### config.mk
export PLATFORM = sky130hd
export DESIGN_NAME = length_prefixed_frame_parser
export DESIGN_NICKNAME = d
export VERILOG_FILES = /design/src/hdl/lpfp_pkg.sv /design/src/hdl/lpfp_regs.sv /design/src/hdl/lpfp_in_stage.sv /design/src/hdl/lpfp_parser.sv /design/src/hdl/lpfp_out_stage.sv /design/src/hdl/length_prefixed_frame_parser.sv
export SDC_FILE = /design/constraint.sdc
export NUM_CORES = 1
export LEC_CHECK = 0
export BUFFER_PORTS_ARGS = -buffer_cell sky130_fd_sc_hd__buf_2
export CORE_UTILIZATION = 52
export CTS_CLUSTER_DIAMETER = 100
export CTS_CLUSTER_SIZE = 30
export DETAILED_ROUTE_END_ITERATION = 7
export HOLD_SLACK_MARGIN = 0.08
export PLACE_DENSITY = 0.84
export SKIP_LAST_GASP = 1
export SLEW_MARGIN = 0
export SYNTH_ARGS = -nofsm -noshare
export SYNTH_HDL_FRONTEND = slang
export SYNTH_SLANG_ARGS = --single-unit
### constraint.sdc
create_clock -name clk -period 6.63 [get_ports clk]
set_input_delay 0.3315 -clock clk [delete_from_list [all_inputs] [get_ports clk]]
set_output_delay 0.3315 -clock clk [all_outputs]
set_load 0.01 [all_outputs]
### src/hdl/lpfp_pkg.sv
// lpfp_pkg: shared types and constants of the length-prefixed frame parser
// no dependencies; imported by every lpfp module and the top level
package lpfp_pkg;

  // parser phase, one-hot
  typedef enum logic [6:0] {
    PH_SYNC0 = 7'b0000001,
    PH_SYNC1 = 7'b0000010,
    PH_LEN0  = 7'b0000100,
    PH_LEN1  = 7'b0001000,
    PH_ID    = 7'b0010000,
    PH_CSUM  = 7'b0100000,
    PH_DATA  = 7'b1000000
  } lpfp_phase_t;

  // register select, taken from the word address bit of paddr
  localparam logic REG_HEADER_FIRST  = 1'b0;
  localparam logic REG_HEADER_SECOND = 1'b1;

  localparam int unsigned PADDR_W = 3;
  localparam int unsigned PDATA_W = 32;

  localparam logic [7:0] HEADER_FIRST_RST  = 8'd36;
  localparam logic [7:0] HEADER_SECOND_RST = 8'd75;

  // one result item
  typedef struct packed {
    logic        has_data;
    logic [7:0]  data_byte;
    logic [15:0] byte_index;
    logic        last;
    logic [7:0]  msg_id;
    logic [7:0]  frame_checksum;
    logic [15:0] payload_length;
  } lpfp_result_t;

  // sync byte settings from the register block
  typedef struct packed {
    logic [7:0] header_first;
    logic [7:0] header_second;
  } lpfp_cfg_t;

endpackage

### src/hdl/lpfp_regs.sv
// lpfp_regs: APB-style configuration registers (sync byte values)
// depends on lpfp_pkg
module lpfp_regs
  import lpfp_pkg::*;
(
  input  logic               clk,
  input  logic               rst,
  input  logic               psel,
  input  logic               penable,
  input  logic               pwrite,
  input  logic [PADDR_W-1:0] paddr,
  input  logic [PDATA_W-1:0] pwdata,
  output logic [PDATA_W-1:0] prdata,
  output logic               pready,
  output lpfp_cfg_t          cfg
);

  logic write_en;
  logic reg_sel;

  assign pready   = 1'b1;
  assign write_en = psel & penable & pwrite;
  assign reg_sel  = paddr[2];

  // register writes on the access cycle
  always_ff @(posedge clk) begin
    if (rst) begin
      cfg.header_first  <= HEADER_FIRST_RST;
      cfg.header_second <= HEADER_SECOND_RST;
    end else if (write_en) begin
      unique case (reg_sel)
        REG_HEADER_FIRST:  cfg.header_first  <= pwdata[7:0];
        REG_HEADER_SECOND: cfg.header_second <= pwdata[7:0];
        default: ;
      endcase
    end
  end

  // read mux
  always_comb begin
    prdata = '0;
    unique case (reg_sel)
      REG_HEADER_FIRST:  prdata[7:0] = cfg.header_first;
      REG_HEADER_SECOND: prdata[7:0] = cfg.header_second;
      default: prdata = '0;
    endcase
  end

endmodule

### src/hdl/lpfp_in_stage.sv
// lpfp_in_stage: input register holding one received byte
// depends on lpfp_pkg
module lpfp_in_stage
  import lpfp_pkg::*;
(
  input  logic       clk,
  input  logic       rst,
  input  logic       in_valid,
  output logic       in_ready,
  input  logic [7:0] rx_byte,
  input  logic       advance,
  output logic       held_valid,
  output logic [7:0] held_byte
);

  // a new byte may enter when the slot is empty or is moving on
  assign in_ready = ~held_valid | advance;

  always_ff @(posedge clk) begin
    if (rst) begin
      held_valid <= 1'b0;
    end else if (in_ready) begin
      held_valid <= in_valid;
    end
  end

  // byte payload, no reset
  always_ff @(posedge clk) begin
    if (in_ready && in_valid) begin
      held_byte <= rx_byte;
    end
  end

endmodule

### src/hdl/lpfp_parser.sv
// lpfp_parser: frame phase machine, header capture and payload counter
// depends on lpfp_pkg
module lpfp_parser
  import lpfp_pkg::*;
(
  input  logic         clk,
  input  logic         rst,
  input  lpfp_cfg_t    cfg,
  input  logic         item_fire,
  input  logic [7:0]   item_byte,
  output logic         res_valid,
  output lpfp_result_t res
);

  lpfp_phase_t phase, phase_next;
  logic [15:0] declared_length, declared_length_next;
  logic [7:0]  captured_id, captured_id_next;
  logic [7:0]  captured_checksum, captured_checksum_next;
  logic [15:0] received_count, received_count_next;
  logic [15:0] count_inc;

  assign count_inc = received_count + 16'd1;

  // next state and result for the byte in the input register
  always_comb begin
    phase_next             = phase;
    declared_length_next   = declared_length;
    captured_id_next       = captured_id;
    captured_checksum_next = captured_checksum;
    received_count_next    = received_count;
    res_valid              = 1'b0;
    res.has_data           = 1'b0;
    res.data_byte          = 8'd0;
    res.byte_index         = 16'd0;
    res.last               = 1'b0;
    unique case (phase)
      PH_SYNC1: begin
        phase_next = (item_byte == cfg.header_second) ? PH_LEN0 : PH_SYNC0;
      end
      PH_LEN0: begin
        declared_length_next = {8'd0, item_byte};
        phase_next           = PH_LEN1;
      end
      PH_LEN1: begin
        declared_length_next = {item_byte, declared_length[7:0]};
        phase_next           = PH_ID;
      end
      PH_ID: begin
        captured_id_next = item_byte;
        phase_next       = PH_CSUM;
      end
      PH_CSUM: begin
        captured_checksum_next = item_byte;
        received_count_next    = 16'd0;
        // zero length: empty message ends here
        if (declared_length == 16'd0) begin
          phase_next = PH_SYNC0;
          res_valid  = 1'b1;
          res.last   = 1'b1;
        end else begin
          phase_next = PH_DATA;
        end
      end
      PH_DATA: begin
        received_count_next = count_inc;
        res_valid           = 1'b1;
        res.has_data        = 1'b1;
        res.data_byte       = item_byte;
        res.byte_index      = received_count;
        res.last            = (count_inc == declared_length);
        if (count_inc == declared_length) begin
          phase_next = PH_SYNC0;
        end
      end
      default: begin
        // hunt for the first sync byte
        phase_next = PH_SYNC0;
        if (item_byte == cfg.header_first) begin
          declared_length_next = 16'd0;
          captured_id_next     = 8'd0;
          received_count_next  = 16'd0;
          phase_next           = PH_SYNC1;
        end
      end
    endcase
    res.msg_id         = captured_id_next;
    res.frame_checksum = captured_checksum_next;
    res.payload_length = declared_length_next;
  end

  // state update on each processed byte
  always_ff @(posedge clk) begin
    if (rst) begin
      phase             <= PH_SYNC0;
      declared_length   <= 16'd0;
      captured_id       <= 8'd0;
      captured_checksum <= 8'd0;
      received_count    <= 16'd0;
    end else if (item_fire) begin
      phase             <= phase_next;
      declared_length   <= declared_length_next;
      captured_id       <= captured_id_next;
      captured_checksum <= captured_checksum_next;
      received_count    <= received_count_next;
    end
  end

endmodule

### src/hdl/lpfp_out_stage.sv
// lpfp_out_stage: result register toward the output channel
// depends on lpfp_pkg
module lpfp_out_stage
  import lpfp_pkg::*;
(
  input  logic         clk,
  input  logic         rst,
  input  logic         load,
  input  logic         res_valid,
  input  lpfp_result_t res,
  output logic         advance,
  output logic         out_valid,
  input  logic         out_ready,
  output lpfp_result_t out_res
);

  // register is free when empty or its transfer completes now
  assign advance = ~out_valid | out_ready;

  always_ff @(posedge clk) begin
    if (rst) begin
      out_valid <= 1'b0;
    end else if (advance) begin
      out_valid <= load & res_valid;
    end
  end

  // result payload, no reset
  always_ff @(posedge clk) begin
    if (advance && load && res_valid) begin
      out_res <= res;
    end
  end

endmodule

### src/hdl/length_prefixed_frame_parser.sv
// length_prefixed_frame_parser: top level of the length-prefixed frame parser
// depends on lpfp_pkg, lpfp_regs, lpfp_in_stage, lpfp_parser, lpfp_out_stage
//
//   channel  | handshake            | payload
//   ---------+----------------------+--------------------------------------
//   input    | in_valid/in_ready    | rx_byte
//   output   | out_valid/out_ready  | has_data, data_byte, byte_index, last,
//            |                      | msg_id, frame_checksum, payload_length
//   config   | psel/penable/pready  | paddr, pwrite, pwdata, prdata
//
// one byte per cycle sustained while out_ready stays high; a byte is first captured in
// the input register, then the parser result for it is loaded into the result register
// header bytes produce no result; payload bytes and an empty message do
// synchronous reset clears the phase machine, counters and both valid flags
// a stalled output holds the result register and backs up into the input
// register; in_ready follows out_ready combinationally
module length_prefixed_frame_parser
  import lpfp_pkg::*;
(
  input  logic               clk,
  input  logic               rst,
  input  logic               psel,
  input  logic               penable,
  input  logic               pwrite,
  input  logic [PADDR_W-1:0] paddr,
  input  logic [PDATA_W-1:0] pwdata,
  output logic [PDATA_W-1:0] prdata,
  output logic               pready,
  input  logic               in_valid,
  output logic               in_ready,
  input  logic [7:0]         rx_byte,
  output logic               out_valid,
  input  logic               out_ready,
  output logic               has_data,
  output logic [7:0]         data_byte,
  output logic [15:0]        byte_index,
  output logic               last,
  output logic [7:0]         msg_id,
  output logic [7:0]         frame_checksum,
  output logic [15:0]        payload_length
);

  lpfp_cfg_t    cfg;
  logic         advance;
  logic         held_valid;
  logic [7:0]   held_byte;
  logic         item_fire;
  logic         res_valid;
  lpfp_result_t res;
  lpfp_result_t out_res;

  // configuration registers
  lpfp_regs u_regs (
    .clk     (clk),
    .rst     (rst),
    .psel    (psel),
    .penable (penable),
    .pwrite  (pwrite),
    .paddr   (paddr),
    .pwdata  (pwdata),
    .prdata  (prdata),
    .pready  (pready),
    .cfg     (cfg)
  );

  // input register
  lpfp_in_stage u_in (
    .clk        (clk),
    .rst        (rst),
    .in_valid   (in_valid),
    .in_ready   (in_ready),
    .rx_byte    (rx_byte),
    .advance    (advance),
    .held_valid (held_valid),
    .held_byte  (held_byte)
  );

  // held byte is processed when the result register can move
  assign item_fire = held_valid & advance;

  lpfp_parser u_parser (
    .clk       (clk),
    .rst       (rst),
    .cfg       (cfg),
    .item_fire (item_fire),
    .item_byte (held_byte),
    .res_valid (res_valid),
    .res       (res)
  );

  // result register
  lpfp_out_stage u_out (
    .clk       (clk),
    .rst       (rst),
    .load      (held_valid),
    .res_valid (res_valid),
    .res       (res),
    .advance   (advance),
    .out_valid (out_valid),
    .out_ready (out_ready),
    .out_res   (out_res)
  );

  assign has_data       = out_res.has_data;
  assign data_byte      = out_res.data_byte;
  assign byte_index     = out_res.byte_index;
  assign last           = out_res.last;
  assign msg_id         = out_res.msg_id;
  assign frame_checksum = out_res.frame_checksum;
  assign payload_length = out_res.payload_length;

endmodule
After elaboration in Yosys (flattened, before gate mapping):

Index checks and enable logic that the tools add are counted.

* word-level logic and storage cells: 67
* output and inout bits: 93
* input port bits: 50
* bits in registers: 139

* reductions and logical operators: 12
* multiplexer cells: 17
* bitwise gates (word level): 10
* eq/ne operators: 10
* $add $sub $neg: 1

Operator list (count)
* $pmux 16 s3: 2
* $pmux 7 s6: 1
* $mux 16: 2
* $pmux 8 s2: 2
* $mux 25: 1
* $add 16x1->16 const B: 1
* $eq 16x16->1: 1
* $eq 8x8->1: 2
* $logic_not 16->1: 1
* $mux 8: 2
* $mux 7: 2
* $reduce_or 4->1: 2
* $eq 7x2->1 const B: 1
* $eq 7x3->1 const B: 1
* $eq 7x4->1 const B: 1
* $eq 7x5->1 const B: 1
* $eq 7x6->1 const B: 1
* $eq 7x7->1 const B: 1
* $reduce_and 2->1: 3
* $reduce_or 5->1: 1
* $and 1x1->1: 4
* $not 1->1: 4
* $pmux 1 s2: 2
* $logic_and 1x1->1: 3
* other kinds (7): 8

Logic depth before layout (Yosys ltp):

* depth in word-level cells: 4
* gate-level depth with buffers: 11
* depth with buffers taken out: 8

Modules after synthesis:

From an unflattened synthesis, not the netlist that was laid out.

* cell total of the unflattened synthesis: 640
* area total of the unflattened synthesis: 6682.7 um^2

By module, submodules not included
* lpfp_parser: seq. area each 1101.1 um^2, cells an instance 458, times used 1, area an instance 3588.4 um^2
* lpfp_out_stage: seq. area each 1761.7 um^2, cells an instance 63, times used 1, area an instance 1804.2 um^2
* lpfp_regs: seq. area each 320.3 um^2, cells an instance 105, times used 1, area an instance 988.4 um^2
* lpfp_in_stage: seq. area each 260.2 um^2, cells an instance 13, times used 1, area an instance 295.3 um^2
* length_prefixed_frame_parser: seq. area each 0.0 um^2, cells an instance 1, times used 1, area an instance 6.3 um^2

Worst setup path before layout:

OpenSTA, ideal clock, no wires.

* path kind: reg2reg
* start point: reg u_parser.phase[2]
* end point: reg u_out.out_res[0] (netlist name)
* required time: 6.218 ns
* setup slack: 3.563 ns
* library setup time: 0.412 ns
* cell stages (with the launch flop): 10
* arrival: 2.655 ns
* period minus slack after synthesis: 3.067 ns
* cells stage by stage: dfxtp_1 > buf_4 > nor3_1 > nor3b_2 > nand3b_1 > clkbuf_1 > nand2b_1 > nand2_1 > nand2_1 > inv_1

* word-level cells in the longest chain between the ends: 3
* elaborated cells between the ends (all ways): 4
* those cells by class: eq/ne: 2; mux: 1; reduce/logical: 1

RTL lines
* start: declaration: RTL line lpfp_parser.sv:15 `lpfp_phase_t phase, phase_next;`
* start signal: assignment: RTL line lpfp_parser.sv:100 `phase <= phase_next;`
* $eq 7x7->1 or $eq 7x6->1 (tied branches): RTL line lpfp_parser.sv:36 `unique case (phase)`
* $pmux 1 s2 *: RTL line lpfp_parser.sv:36
* $logic_and 1x1->1 *: RTL line lpfp_out_stage.sv:30 `if (advance && load && res_valid) begin`

Mark *: on every way between the ends. The rest lies on a longest branch, timed or not.
A chain may end at the register's enable or synchronous reset.

Worst setup path after layout:

* start point: reg u_parser.phase[2]
* end point: reg u_out.out_res[43] (netlist name)

* word-level cells in the longest chain between the ends: 3
* elaborated cells between the ends (all ways): 4
* those cells by class: eq/ne: 2; mux: 1; reduce/logical: 1

RTL lines (RTL line)
* $eq 7x7->1 or $eq 7x6->1 (tied branches): lpfp_parser.sv:36
* $pmux 1 s2 *: lpfp_parser.sv:36
* $logic_and 1x1->1 *: lpfp_out_stage.sv:30

Marked as above.

==> metrics.yaml <==
drcViolationCount: 0
synthCells: 663
grt-ovfl-total: 0
clock_power_share: 0.481
endpoint_kind: "register"
crit_fanout: 58
relSlewSlack: 0.162
hpwl_mm: 10.0
grt_start_max_net_pins: 68
p_sw_frac: 0.217
postCtsSetupRepairBufs: 0
internal-power_mw: 1.47
setup_viol: 0
status: "finished, final reports clean"
crit_path_start_kind: "register"
synth.area.top_cells: "edfxtp_1, dfxtp_1, xor2_1, nor2_1, a21oi_1"
ys_types: 66
dp_cells: 873
cts-root-buf: "clkbuf_16"
power_density_nw_per_um2: 247
numCtsBuffers: 17
leakage_nw: 2.89
hold_start: "rx_byte[0]"
drt-total-wl_mm: 15.4
pwr-share-comb: 0.029
slew_viol_final: 0
cts.sinks: 139
cts_buffer_depth: 2
synth_edf_count: 66
tightest_slew_ns: 1.26
crit_arrival_ns: 3.25
finalNonFillerCells: 905
yosys.area.top_type_share: 0.295
tns_ns: 0
switchingPower_mw: 0.408
synth_flop_cell: "dfxtp_1"
finalCriticalPeriod_ns: 3.21
viasPerCell: 5.86
cts_tree: "built"
syn2layout_area_growth_pct: 13.2
period_share: 0.485
synth_area_um2: 6710
ant_nets: 0
io_pins: 143
vdd_drop_max_mv: 0.150
async_reset_ff_frac: 0
seqPwrFrac: 0.491
cts_resized: 0
grt_pass1_vias: 4903
synth_seq_cells: 139
holdCritPathClass: "in -> reg"
max_cap_violations: 0
yosysTopAreaCell: "edfxtp_1"
rows: 41
antenna_cells: 0
synthTopCellsByCount: "dfxtp_1, edfxtp_1, nor2_1"
rsz0062_at_grt: "no"
grt_pass1_wl_mm: 24.3
max_freq_mhz: 311
clk_latency_ns: 0.42
die_w_um: 116
grt_antenna_before_repair: 0
seq_area_frac_synth: 0.513
core_area_um2: 12600
final-hold-violation-count: 0
startpoint: "u_parser.phase[2]"
layout-drive-gt1-share: 0.216
fin_nets: 771
place.gp.congestion: 0.907
critical_path_class: "reg -> reg"
regToRegStartpoint: "u_parser.phase[2]"
clk_pin_slew_worst_paths_ns: 0.06
dr_total_vias: 5299
fill_cells: 1033
multi_input_area_um2: 2880
wl_per_cell_um: 17.0
regArea_um2: 3440
ys_warn_count: 0
die_height_um: 116
htreeDepth: 4
port_buffers: 91
grt_util_all_layers: 0.236
cp.required_ns: 6.66
initial_core_util: 0.532
hold_buffers: 0
clock_skew_ns: 0.00739
yosysMostFrequentCell: "dfxtp_1"
drt_iter0_drc: 612
drt-pass1-iter-count: 5
synth.avg_cell_area_um2: 10.1
dieArea_um2: 13400
-- cells in the final DEF (no fill, tap or decap), types with 20 or more instances in the layout --
master    Yosys  layout
and2_1       29      29
a21oi_1      44      44
xor2_1       28      28
edfxtp_1     66      66
conb_1        2      25
a22o_1       25      25
dfxtp_1      73      73
o21ai_0      20      20
nand2_1      56      56
buf_2        24      91
nor2_1       59      59
-- power by group through the flow --
| stage | Combinational (mW) | Sequential, mW | Clock, mW |
|---|---|---|---|
| finish | 0.0538 | 0.921 | 0.902 |
| global route | 0.0586 | 0.921 | 0.944 |
| CTS | 0.0530 | 0.920 | 0.905 |
| detailed placement | 0.0529 | 0.939 | 0 |
| global placement | 0.0507 | 0.938 | 0 |
| floorplan | 0.0588 | 0.920 | 0 |
-- stage by stage --
step | utilization | setup WS [ns] | hold WS, ns | power, mW | area (um2)
5_1_grt | 0.602 | 3.11 | 0.0872 | 1.92 | 7600
4_1_cts | 0.602 | 3.40 | 0.0837 | 1.88 | 7600
6_report | 0.602 | 3.42 | 0.0880 | 1.88 | 7600
3_3_place_gp | 0.558 | 3.58 | 0.439 | 0.989 | 7040
3_5_place_dp | 0.558 | 3.43 | 0.445 | 0.991 | 7040
2_1_floorplan | - | 3.56 | 0.430 | 0.979 | 6800
-- cell type report --
cell class,instances,share of cell area
well taps,172,0.0283
clock inverters,12,0.0163
repair buffers,92,0.0609
inverters,11,0.00543
clock buffers,20,0.0575
flip-flops and latches,139,0.453
multi-input cells,459,0.378
-- worst max-delay path: stages, from the launching register on --
cell and delay (ns):
dfxtp_1 0.40, nor3_1 0.25, nor3b_2 0.32, nand3b_1 0.42
nand2b_1 0.33, nand2_1 0.11, nand2_1 0.11, inv_2 0.84
-- layer usage --
| metal | share of wire | GRT usage |
|---|---|---|
| met5 | 0 | 0 |
| met4 | 0.030 | 0.120 |
| met3 | 0.081 | 0.0377 |
| met2 | 0.47 | 0.384 |
| met1 | 0.42 | 0.304 |
-- cells by family after synthesis --
logic type	after synthesis	share of synthesized area
xor+xnor	35	0.0457
mux	25	0.0403
fa+ha+maj	1	0.00186
flops	139	0.513
compound gates	142	0.150
buf+inv	88	0.0712
simple gates	231	0.177
other cells	2	0.00112
-- state kept, by name (all words and copies together) (netlist names) --
| register | flops |
|---|---|
| u_parser.received_count | 16 |
| u_out.out_valid | 1 |
| u_out.out_res | 58 |
| u_parser.declared_length | 16 |
| u_in.held_valid | 1 |
| u_parser.captured_id | 8 |
| u_parser.phase | 7 |
| u_in.held_byte | 8 |
| u_parser.captured_checksum | 8 |
| u_regs.cfg | 16 |
-- path summary, 6_finish.rpt --
path / endpoint / slack, ns / depth (start not counted)
setup / recovery: u_out.out_res[43] / 3.42 / 7
hold / removal: u_in.held_byte[0] / 0.09 / 1
hold reg to reg: u_parser.captured_checksum[2] / 0.46 / 2
setup reg to reg: u_out.out_res[43] / 3.42 / 7
Power figures use the tool's default switching activity.
